--- src/hdl/blhg_pkg.sv ---
// Shared constants, types and level classifiers for the battery level gauge.
`timescale 1ns / 1ps

package blhg_pkg;

    localparam int unsigned MV_W     = 16;
    localparam int unsigned LEVEL_W  = 3;
    localparam int unsigned STEP_W   = 16;
    localparam int unsigned FULL_W   = 24;
    localparam int unsigned CFG_IDX_W  = 2;
    localparam int unsigned CFG_DATA_W = 24;

    typedef logic [LEVEL_W-1:0] level_t;
    typedef logic [MV_W-1:0]    mv_t;

    localparam level_t LEVEL_TOP = 3'd5;

    localparam logic [STEP_W-1:0] STEP_MAX = 16'hFFFF;

    localparam logic [STEP_W-1:0] STEP_TICKS_RST       = 16'd1000;
    localparam logic [FULL_W-1:0] FORCE_FULL_TICKS_RST = 24'd240000;
    localparam mv_t               FORCE_FULL_MV_RST    = 16'd8360;

    localparam mv_t DIS_HI5   = 16'd6800;
    localparam mv_t DIS_HOLD5 = 16'd6700;
    localparam mv_t DIS_HI4   = 16'd6400;
    localparam mv_t DIS_HOLD4 = 16'd6300;
    localparam mv_t DIS_HI3   = 16'd6100;
    localparam mv_t DIS_HOLD3 = 16'd6000;
    localparam mv_t DIS_HI2   = 16'd5900;
    localparam mv_t DIS_HOLD2 = 16'd5800;
    localparam mv_t DIS_HI1   = 16'd5600;
    localparam mv_t CHG_HI5   = 16'd8300;
    localparam mv_t CHG_HOLD5 = 16'd8200;
    localparam mv_t CHG_HI4   = 16'd8200;
    localparam mv_t CHG_HOLD4 = 16'd8100;
    localparam mv_t CHG_HI3   = 16'd7800;
    localparam mv_t CHG_HOLD3 = 16'd7700;

    typedef enum logic [CFG_IDX_W-1:0] {
        CFG_STEP_TICKS       = 2'd0,
        CFG_FORCE_FULL_TICKS = 2'd1,
        CFG_FORCE_FULL_MV    = 2'd2
    } cfg_idx_t;

    function automatic level_t classify_discharge(input mv_t mv, input level_t prev);
        level_t lvl;
        if (mv > DIS_HI5)                              lvl = 3'd5;
        else if (mv > DIS_HOLD5 && prev == 3'd5)       lvl = 3'd5;
        else if (mv > DIS_HI4)                         lvl = 3'd4;
        else if (mv > DIS_HOLD4 && prev == 3'd4)       lvl = 3'd4;
        else if (mv > DIS_HI3)                         lvl = 3'd3;
        else if (mv > DIS_HOLD3 && prev == 3'd3)       lvl = 3'd3;
        else if (mv > DIS_HI2)                         lvl = 3'd2;
        else if (mv > DIS_HOLD2 && prev == 3'd2)       lvl = 3'd2;
        else if (mv > DIS_HI1)                         lvl = 3'd1;
        else                                           lvl = 3'd0;
        return lvl;
    endfunction

    function automatic level_t classify_charge(input mv_t mv, input level_t prev);
        level_t lvl;
        if (mv > CHG_HI5)                              lvl = 3'd5;
        else if (mv > CHG_HOLD5 && prev == 3'd5)       lvl = 3'd5;
        else if (mv > CHG_HI4)                         lvl = 3'd4;
        else if (mv > CHG_HOLD4 && prev == 3'd4)       lvl = 3'd4;
        else if (mv > CHG_HI3)                         lvl = 3'd3;
        else if (mv > CHG_HOLD3 && prev == 3'd3)       lvl = 3'd3;
        else                                           lvl = 3'd1;
        return lvl;
    endfunction

endpackage

--- src/hdl/battery_level_hysteresis_gauge_core.sv ---
// Battery level gauge top level: classifier, display slew and forced-full timer.
// The result is registered and valid in the cycle after its input transfer.
// Throughput: one item per cycle; the result register stalls input only while
// a result waits and out_ready is low.
// Reset: levels and counters clear to zero, registers take their default values.
`timescale 1ns / 1ps

module battery_level_hysteresis_gauge_core
    import blhg_pkg::*;
(
    input  logic                  clk,
    input  logic                  rst_n,
    input  logic                  cfg_we,
    input  logic [CFG_IDX_W-1:0]  cfg_index,
    input  logic [CFG_DATA_W-1:0] cfg_data,
    input  logic                  in_valid,
    output logic                  in_ready,
    input  logic [MV_W-1:0]       pack_mv,
    input  logic                  charging,
    output logic                  out_valid,
    input  logic                  out_ready,
    output logic [LEVEL_W-1:0]    level_now,
    output logic [LEVEL_W-1:0]    level_shown
);

    logic [STEP_W-1:0] step_ticks_reg;
    logic [FULL_W-1:0] force_full_ticks_reg;
    mv_t               force_full_mv_reg;

    level_t            cur_level_reg,   cur_level_next;
    level_t            shown_level_reg, shown_level_next;
    logic [STEP_W-1:0] step_count_reg,  step_count_next;
    logic [FULL_W-1:0] full_count_reg,  full_count_next;
    logic              out_valid_reg,   out_valid_next;

    logic              in_fire;
    logic              moving;
    logic [STEP_W-1:0] step_inc;
    logic [FULL_W:0]   full_inc;

    assign in_ready    = !out_valid_reg || out_ready;
    assign in_fire     = in_valid && in_ready;
    assign out_valid   = out_valid_reg;
    assign level_now   = cur_level_reg;
    assign level_shown = shown_level_reg;

    // Config writes
    always_ff @(posedge clk or negedge rst_n)
    begin
        if (!rst_n)
        begin
            step_ticks_reg       <= STEP_TICKS_RST;
            force_full_ticks_reg <= FORCE_FULL_TICKS_RST;
            force_full_mv_reg    <= FORCE_FULL_MV_RST;
        end
        else if (cfg_we)
        begin
            case (cfg_index)
                CFG_STEP_TICKS:       step_ticks_reg       <= cfg_data[STEP_W-1:0];
                CFG_FORCE_FULL_TICKS: force_full_ticks_reg <= cfg_data[FULL_W-1:0];
                CFG_FORCE_FULL_MV:    force_full_mv_reg    <= cfg_data[MV_W-1:0];
                default:              ;
            endcase
        end
    end

    always_comb
    begin
        cur_level_next   = cur_level_reg;
        shown_level_next = shown_level_reg;
        step_count_next  = step_count_reg;
        full_count_next  = full_count_reg;
        out_valid_next   = out_valid_reg;
        moving           = 1'b0;
        step_inc         = (step_count_reg == STEP_MAX) ? step_count_reg
                                                        : step_count_reg + 1'b1;
        full_inc         = {1'b0, full_count_reg} + 1'b1;

        if (out_valid_reg && out_ready)
        begin
            out_valid_next = 1'b0;
        end

        if (in_fire)
        begin
            out_valid_next = 1'b1;
            if (!charging)
            begin
                cur_level_next  = classify_discharge(pack_mv, cur_level_reg);
                moving          = cur_level_next < shown_level_reg;
                full_count_next = '0;
            end
            else
            begin
                cur_level_next = classify_charge(pack_mv, cur_level_reg);
                moving         = cur_level_next > shown_level_reg;
            end

            // Slew the display one level after the difference outlasts step_ticks
            if (moving)
            begin
                if (step_inc > step_ticks_reg)
                begin
                    step_count_next = '0;
                    if (!charging && shown_level_reg != '0)
                    begin
                        shown_level_next = shown_level_reg - 1'b1;
                    end
                    else if (charging && shown_level_reg < LEVEL_TOP)
                    begin
                        shown_level_next = shown_level_reg + 1'b1;
                    end
                end
                else
                begin
                    step_count_next = step_inc;
                end
            end
            else
            begin
                step_count_next = '0;
            end

            // Advance the forced-full timer, clamp and force the top level
            if (charging && pack_mv > force_full_mv_reg)
            begin
                if (full_inc >= {1'b0, force_full_ticks_reg})
                begin
                    full_count_next  = force_full_ticks_reg;
                    shown_level_next = LEVEL_TOP;
                end
                else
                begin
                    full_count_next = full_inc[FULL_W-1:0];
                end
            end
        end
    end

    always_ff @(posedge clk or negedge rst_n)
    begin
        if (!rst_n)
        begin
            cur_level_reg   <= '0;
            shown_level_reg <= '0;
            step_count_reg  <= '0;
            full_count_reg  <= '0;
            out_valid_reg   <= 1'b0;
        end
        else
        begin
            cur_level_reg   <= cur_level_next;
            shown_level_reg <= shown_level_next;
            step_count_reg  <= step_count_next;
            full_count_reg  <= full_count_next;
            out_valid_reg   <= out_valid_next;
        end
    end

    a_levels_in_range: assert property (@(posedge clk) disable iff (!rst_n)
        cur_level_reg <= LEVEL_TOP && shown_level_reg <= LEVEL_TOP)
        else $error("level register above top level");

    a_timer_cleared: assert property (@(posedge clk) disable iff (!rst_n)
        in_fire && !charging |=> full_count_reg == '0)
        else $error("forced-full timer not cleared while discharging");

    a_state_holds: assert property (@(posedge clk) disable iff (!rst_n)
        !in_fire |=> $stable(shown_level_reg) && $stable(cur_level_reg)
                     && $stable(step_count_reg))
        else $error("gauge state changed without an input transfer");

    a_single_step: assert property (@(posedge clk) disable iff (!rst_n)
        in_fire |=> shown_level_reg == $past(shown_level_reg)
                 || shown_level_reg == $past(shown_level_reg) + 3'd1
                 || shown_level_reg + 3'd1 == $past(shown_level_reg)
                 || shown_level_reg == LEVEL_TOP)
        else $error("display moved more than one level");

    a_result_after_transfer: assert property (@(posedge clk) disable iff (!rst_n)
        in_fire |=> out_valid_reg)
        else $error("no result after input transfer");

endmodule

--- config.mk ---
export PLATFORM = sky130hd
export DESIGN_NAME = battery_level_hysteresis_gauge_core
export DESIGN_NICKNAME = d
export VERILOG_FILES = /design/src/hdl/blhg_pkg.sv /design/src/hdl/battery_level_hysteresis_gauge_core.sv
export SDC_FILE = /design/constraint.sdc
export NUM_CORES = 1
export LEC_CHECK = 0
export ABC_AREA = 1
export BUFFER_PORTS_ARGS = -buffer_cell sky130_fd_sc_hd__clkbuf_2
export CORE_ASPECT_RATIO = 1.75
export CORE_MARGIN = 5
export CORE_UTILIZATION = 55
export CTS_CLUSTER_SIZE = 12
export DETAILED_ROUTE_END_ITERATION = 6
export PLACE_DENSITY = 0.79
export RECOVER_POWER = 25
export REMOVE_ABC_BUFFERS = 1
export SLEW_MARGIN = 25
export SYNTH_ARGS = -nofsm -noshare
export SYNTH_HDL_FRONTEND = slang
export SYNTH_SLANG_ARGS = --single-unit
export TNS_END_PERCENT = 100
--- constraint.sdc ---
create_clock -name clk -period 4.1 [get_ports clk]
set_input_delay 0.82 -clock clk [delete_from_list [all_inputs] [get_ports clk]]
set_output_delay 0.82 -clock clk [all_outputs]
set_load 0.005 [all_outputs]
==> key figures, run 1 <==
Pwr
  • Leakage: around 4.2 nW
  • Clock share of power: 29.5%
  • Combinational power share: 29.5%
  • Sw power: around 1.1 mW
  • Seq pwr share: between 40 and 50%
  • Switching Fraction: between 30% and 40%
  • P_int: slightly below 2 mW
  • Final total power: 3.09 mW
  • Power per cell area: between 300 and 400 nW/um^2
  • Max VDD drop: around 0.00025 V

Synthesis
  • Area leader, netlist: dfrtp_1
  • Number of synthesized flops with an enable pin: 0
  • Sequential area share after synthesis: 33.4%
  • Netlist Area Pre-Place: between 7000 and 8000 um^2
  • Syn_area_per_cell: roughly 7.3 um^2
  • Synth Flop Type: dfrtp_1
  • Asr flop ratio synth: 100%
  • Post-synthesis register bit count: 103
  • Post-Syn Instances: 1065
  • Yosys cell types: 47
  • Yosys warning total: 0
  • Top cell type's share of synthesized area: between 20% and 30%
  • Area contributors post-synth: dfrtp_1 28%, nand2_1 11%, ha_1 11%

Detailed routing
  • Routed wire per std cell: between 15 and 20 um
  • Routed via count: ~7400
  • Antenna-violating nets left: 0
  • DRC viols: 0
  • Met2 WL post-DR: roughly 12 mm
  • Routed metal-1 wire length: approximately 7.9 mm
  • Initial DRC count: 538
  • Met3 wire len: roughly 750 um
  • Post-Route WL: between 20 and 25 mm
  • Top layer in use: met4
  • First-pass DRT Iterations: 5
  • Vias per std cell: approximately 5.7

Floorplanning
  • Initial Utilization: 56.0%
  • Die H: 167 um
  • Cell Rows: 57
  • # IOs: 56
  • Die Area: 16700 um^2
  • Die width: 99.9 um
  • Core area: 13900 um^2

Clock network
  • Max Root-Sink Buffers: 2
  • Cts bufs inserted: 9
  • H-tree lvl count: 3
  • CTS tree: done
  • Sink Count: roughly 100
  • Latest clock arrival within the worst-skew pair: around 350 ps
  • Clock Pin Slew Worst Setup and Hold Paths: approximately 70 ps
  • Post-CTS setup buffer count: 0
  • Clk root buf: clkbuf_16

STA
  • Crit path time final: around 3700 ps
  • Final hold violation count: 0
  • Worst Tran Pin Value: between 1500 and 2000 ps
  • Slew Limit Fails: 66
  • Final worst-path cycle share: slightly below 90%
  • Setup WS post-layout: between 400 and 500 ps
  • Final hold slack: 486 ps
  • Clk_skew: between 5 and 6 ps
  • Max Freq: between 0.2 and 0.3 GHz
  • Final Setup Violations: 0
  • TNS Setup: 0 ps
  • RSZ-0062 raised after global routing: false
  • Rel. slew slack: -10.5%

Finish
  • Number of inserted diodes: 0
  • Footprint of the multi-input gates: between 4000 and 5000 um^2
  • Reg area: around 2600 um^2
  • Utilization after layout: roughly three fifths
  • Layout fillers: 1290
  • Post-route cell area: 8510 um^2
  • Post-Layout Cell Count: about 1300
  • Fin nets: between 1000 and 1500
  • Layout Area Growth over Synthesis: 9.37%
  • Share of layout cells above drive strength 1: roughly 15%

Worst setup path
  • Delay-heaviest family, CP: simple AND/OR/NAND/NOR gates
  • Worst R2R Path Depth: 21
  • Crit-path cells: ha_1 > inv_1 > nor3_2 > nand3_1 > nor3_2 > nand4_2 > inv_2 > nor3_1 > nand2_1 > xor2_1 > inv_1 > ha_1 > nand2_1 > nor3_1 > nand4_1 > nand2_1 > inv_1 > nor2_1 > buf_4 > nand2_1 > o22ai_1
  • Worst Path Max Fanout: 14
  • CP arrival: about 3900 ps
  • Largest stage delay on the critical path: roughly 390 ps
  • Crit path launch: step_count_reg[0]
  • CP max stage cell: dfrtp_1
  • CP Depth: 21
  • Critical path startpoint category: register
  • CP Buf/Inv Count: 5
  • Worst Setup Path Type: register to register
  • Worst Path Required: 4370 ps
  • CP endpoint kind: register
  • Crit-path most repeated cell: nand2_1
  • RR Startpoint: step_count_reg[0]

Placement
  • RePlAce Congestion: between 1 and 1.5
  • DPL Wire Length: roughly 17 mm
  • Placed instance area: between 8000 and 9000 um^2
  • Port buffer count: 55
  • Placed insts: ~1300
  • Setup WS pre-CTS: between 400 and 500 ps

GRT
  • Pin count of the biggest net entering global routing: 66
  • Initial antenna violation count: 0
  • Vias in the first global route: between 7000 and 8000
  • Global-route wire length before repair: ~36 mm
  • Total GRT Usage: about 27%
  • Remaining Overflow, GRT: 0

Worst hold path
  • Worst Hold Launch: force_full_mv_reg[10]
  • Hold Path Class: register to register
  • Hold path depth: 2

Outcome
  • Status: complete, but fails checks
  • Failing checks: capacitance limit, slew limit

Job
  • Max_cap viols: 1
## worst reg2reg max path: stages (launching register included)
cell	delay, ps
dfrtp_1	390
ha_1	190
inv_1	80
nor3_2	240
nand3_1	140
nor3_2	180
nand4_2	210
inv_2	140
nor3_1	60
nand2_1	90
xor2_1	250
inv_1	70
ha_1	290
nand2_1	80
nor3_1	210
nand4_1	130
nand2_1	120
inv_1	90
nor2_1	90
buf_4	260
nand2_1	140
o22ai_1	140
## path summary, 6_finish.rpt
kind / endpoint / slack, ps
worst max-delay path: step_count_reg[0] / 440
worst min register to register: force_full_mv_reg[10] / 490
max in group asynchronous: force_full_ticks_reg[17] / 2080
worst max register to register: step_count_reg[0] / 440
min in group asynchronous: step_count_reg[3] / 860
worst min-delay path: force_full_mv_reg[10] / 490
## layer usage
metal  track usage, %  vias up
met5                0        -
met1             28.6     3450
met3             2.96       98
met4             17.7        0
met2             49.5      224
li1                 -     3601
## kinds of logic (layout without fill, tap and decap cells)
kind of cell / after synthesis / count (layout) / share of synthesized area (%)
xor+xnor: 28 / 28 / 3.15
buf+inv: 204 / 255 / 10.7
simple gates: 461 / 461 / 27.6
compound gates: 203 / 203 / 14.5
flops: 103 / 103 / 33.4
fa+ha+maj: 66 / 66 / 10.6
## synthesized netlist by cell type (9+ instances only)
cell and instances:
nand4_1 32, nand3_2 12, o22ai_1 9, nand3_1 52
ha_1 66, dfrtp_1 86, o21ai_2 9, inv_2 11
nor2_1 78, inv_1 165, xor2_1 23, o21ai_1 42
o21ai_0 73, nand2_1 226, a21oi_1 45, nand2_2 9
dfstp_2 17, nor3_1 27, clkbuf_1 17
## area by class of cell
class	count	share of cell area, %
multi-input combinational	758	51.3
sequential	103	30.5
inverter	176	7.76
timing repair buffer	63	4.09
clock buffer	10	2.81
tap	177	2.60
clock inverter	6	0.882
## layout by cell type, fill, tap and decap left out, types with 2 or more instances in the layout
cell type	instances
xor2_1	23
o21ai_1	42
dfstp_2	17
a31oi_1	2
inv_2	11
buf_4	7
a21oi_1	45
clkbuf_2	55
nand3_1	49
nand3_2	15
nor2_4	4
inv_1	165
ha_1	66
xnor2_1	5
nor3_1	26
nor2_2	6
nand2_1	226
clkinv_4	2
o22ai_1	9
dfrtp_1	86
o21ai_0	73
nand4_1	32
o211ai_1	8
nor4_1	5
a21oi_2	4
o21a_1	2
nand2_2	9
o21bai_1	2
nor2_1	78
o21ai_2	9
nor3_2	4
clkbuf_16	9
## what timing repair did
action | 4_1_cts | 5_1_grt
hold endpoints to repair | 0 | 0
hold buffers | 0 | 0
gates resized for setup | 0 | 1
setup endpoints to repair | 0 | 3
## power by group through the flow
stage / clock network (mW) / logic [mW] / registers (mW)
after floorplan: 0 / 0.619 / 1.26
after detailed placement: 0 / 0.898 / 1.28
after global placement: 0 / 0.879 / 1.28
after global routing: 0.974 / 1.05 / 1.29
final: 0.913 / 0.911 / 1.27
after CTS: 0.926 / 0.908 / 1.27
Power figures use the tool's default switching activity.
==> run 2, diff against run 1 <==
- ABC_AREA: 1 -> unset
- clock period: 4.1 -> 3.78 ns (I/O delays scaled with it)
==> key figures, run 2 <==
Synthesis
  • Post-synth top cells: 86 x dfrtp_1, 78 x nand2_1, 77 x inv_1 (was 226 x nand2_1, 165 x inv_1, 86 x dfrtp_1)
  • Top cell type's share of synthesized area: 29.2% (was 27.6%)
  • Post-synthesis register bit count: 103 (unchanged)
  • Yosys warning total: 0 (unchanged)
  • Number of synthesized flops with an enable pin: 0 (unchanged)
  • Area leader, netlist: dfrtp_1 (unchanged)
  • Sequential area share after synthesis: 35.3% (was 33.4%)
  • Area contributors post-synth: dfrtp_1 29%, ha_1 11%, mux2_2 6.6% (was dfrtp_1 28%, nand2_1 11%, ha_1 11%)
  • Syn_area_per_cell: 8.96 um^2 (was 7.31 um^2)
  • Netlist Area Pre-Place: 7360 um^2 (was 7780 um^2)
  • Post-Syn Instances: 822 (was 1065)
  • Asr flop ratio synth: 100% (unchanged)
  • Count leader, synth: dfrtp_1 (was nand2_1)
  • Yosys cell types: 67 (was 47)
  • Synth Flop Type: dfrtp_1 (unchanged)

Floorplanning
  • Initial Utilization: 55.3% (was 56.0%)
  • Die H: 163 um (was 167 um)
  • Die width: 97.5 um (was 99.9 um)
  • Core area: 13300 um^2 (was 13900 um^2)
  • Die Area: 15900 um^2 (was 16700 um^2)
  • Cell Rows: 56 (was 57)
  • # IOs: 56 (unchanged)

Worst setup path
  • Crit-path most repeated cell: nand4_1 (was nand2_1)
  • CP max stage cell: a311oi_2 (was dfrtp_1)
  • Critical path startpoint category: register (unchanged)
  • Worst Path Required: 4000 ps (was 4370 ps)
  • CP Buf/Inv Count: 2 (was 5)
  • Worst Path Max Fanout: 7 (was 14)
  • CP arrival: 3960 ps (was 3940 ps)
  • Crit-path cells: and4_4 > nand4_1 > nor2_2 > and3_4 > nand3_4 > xnor2_2 > ha_1 > buf_4 > nand4_1 > nor3_4 > o221ai_2 > a311oi_2 > nor2_4 > clkbuf_16 > o311ai_0 (was ha_1 > inv_1 > nor3_2 > nand3_1 > nor3_2 > nand4_2 > inv_2 > nor3_1 > nand2_1 > xor2_1 > inv_1 > ha_1 > nand2_1 > nor3_1 > nand4_1 > nand2_1 > inv_1 > nor2_1 > buf_4 > nand2_1 > o22ai_1)
  • Largest stage delay on the critical path: 410 ps (was 390 ps)
  • Delay-heaviest family, CP: simple AND/OR/NAND/NOR gates (unchanged)
  • CP endpoint kind: register (unchanged)
  • Worst Setup Path Type: register to register (unchanged)

Clock network
  • Clock Pin Slew Worst Setup and Hold Paths: 80 ps (was 70 ps)
  • CTS hold repair buffers: 0 (unchanged)
  • CTS tree: done (unchanged)
  • Sink Count: 103 (unchanged)
  • H-tree lvl count: 3 (unchanged)
  • Clk root buf: clkbuf_16 (unchanged)
  • Latest clock arrival within the worst-skew pair: 360 ps (was 350 ps)
  • Cts bufs inserted: 9 (unchanged)
  • Max Root-Sink Buffers: 2 (unchanged)

STA
  • Worst Tran Pin Value: 1800 ps (was 1660 ps)
  • Crit path time final: 3740 ps (was 3660 ps)
  • Clk_skew: 12.6 ps (was 5.74 ps)
  • Final Setup Violations: 0 (unchanged)
  • Slew Limit Fails: 68 (was 66)
  • Max Freq: 0.267 GHz (was 0.273 GHz)
  • RSZ-0062 raised after global routing: true (was false)
  • Rel. slew slack: -20.2% (was -10.5%)
  • Final worst-path cycle share: 99.0% (was 89.4%)
  • Final hold violation count: 0 (unchanged)

Detailed routing
  • Post-Route WL: 21.6 mm (was 21.9 mm)
  • Routed via count: 7000 (was 7373)
  • Vias per std cell: 6.17 (was 5.70)
  • Routed wire per std cell: 19.0 um (was 17.0 um)
  • Antenna-violating nets left: 0 (unchanged)
  • DRC viols: 0 (unchanged)
  • Initial DRC count: 411 (was 538)
  • First-pass DRT Iterations: 7 (was 5)

Placement
  • Placed insts: 1103 (was 1277)
  • Port buffer count: 55 (unchanged)
  • RePlAce Congestion: 0.936 (was 1.01)
  • DPL Wire Length: 15.4 mm (was 16.9 mm)

Finish
  • Utilization after layout: 69.8% (was 61.2%)
  • Number of inserted diodes: 0 (unchanged)
  • Share of layout cells above drive strength 1: 31.4% (was 14.6%)
  • Post-Layout Cell Count: 1134 (was 1293)
  • Fin nets: 1069 (was 1225)
  • Commonest non-fill, non-tap cell in the layout: buf_4 (was nand2_1)
  • Layout Area Growth over Synthesis: 26.1% (was 9.37%)
  • Commonest cells after routing, fill and taps aside: 91 x buf_4, 85 x dfrtp_1, 78 x nand2_1 (was 226 x nand2_1, 165 x inv_1, 86 x dfrtp_1)

Pwr
  • Leakage: 4.43 nW (was 4.15 nW)
  • Seq pwr share: 40.6% (was 41.0%)
  • Combinational power share: 29.4% (was 29.5%)
  • Sw power: 1.13 mW (was 1.11 mW)
  • P_int: 2.25 mW (was 1.99 mW)
  • Clock share of power: 30.0% (was 29.5%)
  • Max VDD drop: 0.000225 V (was 0.000248 V)
  • Switching Fraction: 33.4% (was 35.8%)
  • Power per cell area: 363 nW/um^2 (about the same)

Outcome
  • Failing checks: capacitance limit, slew limit (unchanged)
  • Status: complete, but fails checks (unchanged)

GRT
  • Vias in the first global route: 7108 (was 7508)
  • Remaining Overflow, GRT: 0 (unchanged)
  • Total GRT Usage: 25.4% (was 27.1%)
  • Global-route wire length before repair: 32.8 mm (was 36.0 mm)
  • Pin count of the biggest net entering global routing: 69 (was 66)
  • Initial antenna violation count: 0 (unchanged)

Job
  • Max_cap viols: 1 (unchanged)

Worst hold path
  • Hold Path Class: register to register (unchanged)
run 2: metrics by stage:
| stage | total power [mW] | setup slack, ps | cell area, um^2 | hold WS, ps | TNS, ps |
|---|---|---|---|---|---|
| CTS | 3.32 | 23.5 | 8800 | 513 | 0 |
| finish | 3.38 | 37.8 | 9290 | 509 | 0 |
| global placement | 2.26 | -221 | 8460 | 488 | -2140 |
| global route | 3.56 | -147 | 9290 | 524 | -2050 |
| detailed placement | 2.30 | -307 | 8460 | 496 | -4660 |
| floorplan | 1.93 | -1290 | 7210 | 460 | -40340 |
run 2: power groups by stage:
stage                     sequential [mW]  clock [mW]  combinational, mW
after global routing                 1.39        1.07               1.10
after detailed placement             1.39           0              0.912
final                                1.37        1.01              0.993
after global placement               1.38           0              0.880
after floorplan                      1.36           0              0.568
after CTS                            1.37        1.02              0.926
run 2: worst paths after layout:
kind	startpoint	to	slack [ps]	cells after the start
setup / recovery	full_count_reg[6]	full_count_reg[19]	40	15
hold / removal	force_full_mv_reg[10]	force_full_mv_reg[10]	510	1
setup reg to reg	full_count_reg[6]	full_count_reg[19]	40	15
hold reg to reg	force_full_mv_reg[10]	force_full_mv_reg[10]	510	1
max in group asynchronous	rst_n	step_count_reg[9]	1830	1
min in group asynchronous	rst_n	full_count_reg[15]	880	1
run 2: final cells by class:
class                      count  area [um^2]
tap                          174          218
inverter                      77          289
fill                         967         4020
timing repair buffer         159         1210
sequential                   103         2600
clock buffer                   9          225
multi-input combinational    605         4650
clock inverter                 7          100
run 2: cell families (layout without fill, tap and decap cells):
family | Yosys count | count (layout) | share of synthesized area, %
and+or+nand+nor | 265 | 265 | 18.4
AOI/OAI and AO/OA | 187 | 187 | 17.0
buffers and inverters | 114 | 252 | 6.00
DFF | 103 | 103 | 35.3
adders and majority gates | 66 | 66 | 11.2
muxes | 55 | 55 | 8.27
xor gates and xnor gates | 32 | 32 | 3.81
run 2: repair_timing:
action	4_1_cts	5_1_grt
pin swaps	0	31
gates cloned	0	4
gates resized for setup	7	73
setup buffers	0	13
endpoints found under the setup margin	29	41
run 2: metal layers:
metal,global-route usage (%),part of all wire [%],vias up
met5,0,0,-
met4,16.3,7.2,0
met3,2.69,4.1,108
met2,49.2,55,259
met1,25.3,34,3395
li1,-,-,3238
==> run 3, diff against run 2 <==
- clock period: 3.78 -> 4.1 ns (I/O delays scaled with it)
==> key figures, run 3 (synthesis results as in run 2) <==
Outcome
  • Status: complete, but fails checks (unchanged)
  • Failing checks: capacitance limit, slew limit (unchanged)

Floorplanning
  • Die H: 163 um (unchanged)
  • # IOs: 56 (unchanged)
  • Cell Rows: 56 (unchanged)
  • Initial Utilization: 55.3% (unchanged)
  • Core area: 13300 um^2 (unchanged)
  • Die Area: 15900 um^2 (unchanged)
  • Die width: 97.5 um (unchanged)

GRT
  • Remaining Overflow, GRT: 0 (unchanged)
  • Total GRT Usage: 24.4% (was 25.4%)
  • Global-route wire length before repair: 31.6 mm (was 32.8 mm)
  • Vias in the first global route: 6787 (was 7108)
  • Pin count of the biggest net entering global routing: 54 (was 69)
  • Initial antenna violation count: 0 (unchanged)

Clock network
  • CTS tree: done (unchanged)
  • Latest clock arrival within the worst-skew pair: 350 ps (was 360 ps)
  • CTS hold repair buffers: 0 (unchanged)
  • Sink Count: 103 (unchanged)
  • Clk root buf: clkbuf_16 (unchanged)
  • Post-CTS setup buffer count: 0 (unchanged)
  • # resized after CTS: 0 (was 7)
  • Max Root-Sink Buffers: 2 (unchanged)
  • H-tree lvl count: 3 (unchanged)
  • Clock Pin Slew Worst Setup and Hold Paths: 70 ps (was 80 ps)
  • Cts bufs inserted: 9 (unchanged)

Worst setup path
  • CP endpoint kind: register (unchanged)
  • Crit path launch: full_count_reg[0] (was full_count_reg[6])
  • Critical path startpoint category: register (unchanged)
  • Worst R2R Path Depth: 16 (was 15)
  • Critical path endpoint: full_count_reg[3] (was full_count_reg[19])
  • Worst R2R End: full_count_reg[3] (was full_count_reg[19])
  • RR Startpoint: full_count_reg[0] (was full_count_reg[6])
  • CP arrival: 4050 ps (was 3960 ps)
  • Worst Setup Path Type: register to register (unchanged)
  • Register-to-register setup slack: 270 ps (was 40 ps)
  • Worst Path Max Fanout: 15 (was 7)
  • Worst Path Required: 4320 ps (was 4000 ps)

Detailed routing
  • Routed wire per std cell: 17.8 um (was 19.0 um)
  • Met2 WL post-DR: 10.7 mm (was 11.8 mm)
  • Initial DRC count: 253 (was 411)
  • Post-Route WL: 19.4 mm (was 21.6 mm)
  • Top layer in use: met4 (unchanged)
  • Antenna-violating nets left: 0 (unchanged)
  • Routed via count: 6619 (was 7000)
  • DRC viols: 0 (unchanged)
  • Vias per std cell: 6.08 (was 6.17)
  • Routed metal-1 wire length: 6.77 mm (was 7.36 mm)
  • First-pass DRT Iterations: 5 (was 7)
  • Met3 wire len: 692 um (was 892 um)

Finish
  • Share of layout cells above drive strength 1: 23.0% (was 31.4%)
  • Layout Area Growth over Synthesis: 15.8% (was 26.1%)
  • Post-route cell area: 8530 um^2 (was 9290 um^2)
  • Fin nets: 1023 (was 1069)
  • Commonest cells after routing, fill and taps aside: 86 x dfrtp_1, 78 x nand2_1, 77 x inv_1 (was 91 x buf_4, 85 x dfrtp_1, 78 x nand2_1)
  • Utilization after layout: 64.1% (was 69.8%)
  • Number of inserted diodes: 0 (unchanged)
  • Commonest non-fill, non-tap cell in the layout: dfrtp_1 (was buf_4)

Pwr
  • Max VDD drop: 0.000199 V (was 0.000225 V)
  • Power per cell area: 350 nW/um^2 (was 363 nW/um^2)
  • Leakage: 4.05 nW (was 4.43 nW)

Worst hold path
  • Hold Path Class: register to register (unchanged)

STA
  • Rel. slew slack: -98.2% (was -20.2%)
  • Final worst-path cycle share: 93.3% (was 99.0%)
  • Crit path time final: 3830 ps (was 3740 ps)
  • Slew Limit Fails: 51 (was 68)
  • RSZ-0062 raised after global routing: false (was true)
  • Final hold violation count: 0 (unchanged)
  • Worst Tran Pin Value: 2970 ps (was 1800 ps)
  • Final Setup Violations: 0 (unchanged)
  • Clk_skew: 9.66 ps (was 12.6 ps)
  • Max Freq: 0.261 GHz (was 0.267 GHz)
  • TNS Setup: 0 ps (unchanged)

Job
  • Max_cap viols: 1 (unchanged)

Placement
  • Placed instance area: 8200 um^2 (was 8460 um^2)
  • DPL Wire Length: 15.1 mm (was 15.4 mm)
  • RePlAce Congestion: 0.941 (was 0.936)
  • Port buffer count: 55 (unchanged)
run 3: cell count changes in the layout (fill, tap and decap cells not counted), moves of 5 or more:
cell / change
o311ai_1: -8
buf_4: -36
a31oi_1: +5
o311ai_0: +12
o21ai_0: +5
run 3: layout make-up:
| type | count | area [um^2] |
|---|---|---|
| inverter | 77 | 289 |
| clock buffer | 12 | 246 |
| timing repair buffer | 113 | 747 |
| multi-input combinational | 605 | 4370 |
| clock inverter | 4 | 58.8 |
| sequential | 103 | 2600 |
| tap | 174 | 218 |
| fill | 1150 | 4790 |
run 3: worst max-delay path, stage by stage, from the launching register on:
cell,delay [ps]
dfrtp_1,400
ha_1,270
nand4_1,160
nor2_1,270
nand3_1,150
or2_2,350
xnor2_1,140
ha_1,310
nand4_1,140
nor3_1,200
buf_4,150
o221ai_1,160
a311oi_2,380
nor2_4,80
buf_4,210
a31oi_1,200
o22ai_1,120
run 3: worst min-delay path by stage:
stage,start,slack (ps),depth (start not counted),end
6_report,force_full_ticks_reg[23],510,1,force_full_ticks_reg[23]
5_1_grt,force_full_ticks_reg[14],520,1,force_full_ticks_reg[14]
4_1_cts,force_full_mv_reg[9],510,1,force_full_mv_reg[9]
3_5_place_dp,force_full_mv_reg[9],490,1,force_full_mv_reg[9]
3_3_place_gp,force_full_ticks_reg[14],490,1,force_full_ticks_reg[14]
2_1_floorplan,step_count_reg[15],480,2,step_count_reg[15]
run 3: layer usage:
layer	up-vias	track usage, %
met5	-	0
met3	79	2.61
met2	204	47.7
met4	0	15.1
li1	3139	-
met1	3197	24.1
run 3: report_power, final:
part	switching [mW]	leakage [nW]	internal (mW)
registers	0.0958	1.28	1.17
logic	0.464	2.61	0.369
clock network	0.391	0.150	0.500
run 3: per-stage QoR:
| stage | hold WS [ps] | worst slack (ps) | total power [mW] | instances |
|---|---|---|---|---|
| 2_1_floorplan | 475 | -966 | 1.78 | 785 |
| 6_report | 507 | 275 | 2.99 | 1088 |
| 3_3_place_gp | 488 | 23.0 | 2.06 | 1072 |
| 4_1_cts | 508 | 164 | 3.00 | 1088 |
| 3_5_place_dp | 493 | -67.9 | 2.10 | 1072 |
| 5_1_grt | 520 | 27.6 | 3.16 | 1088 |
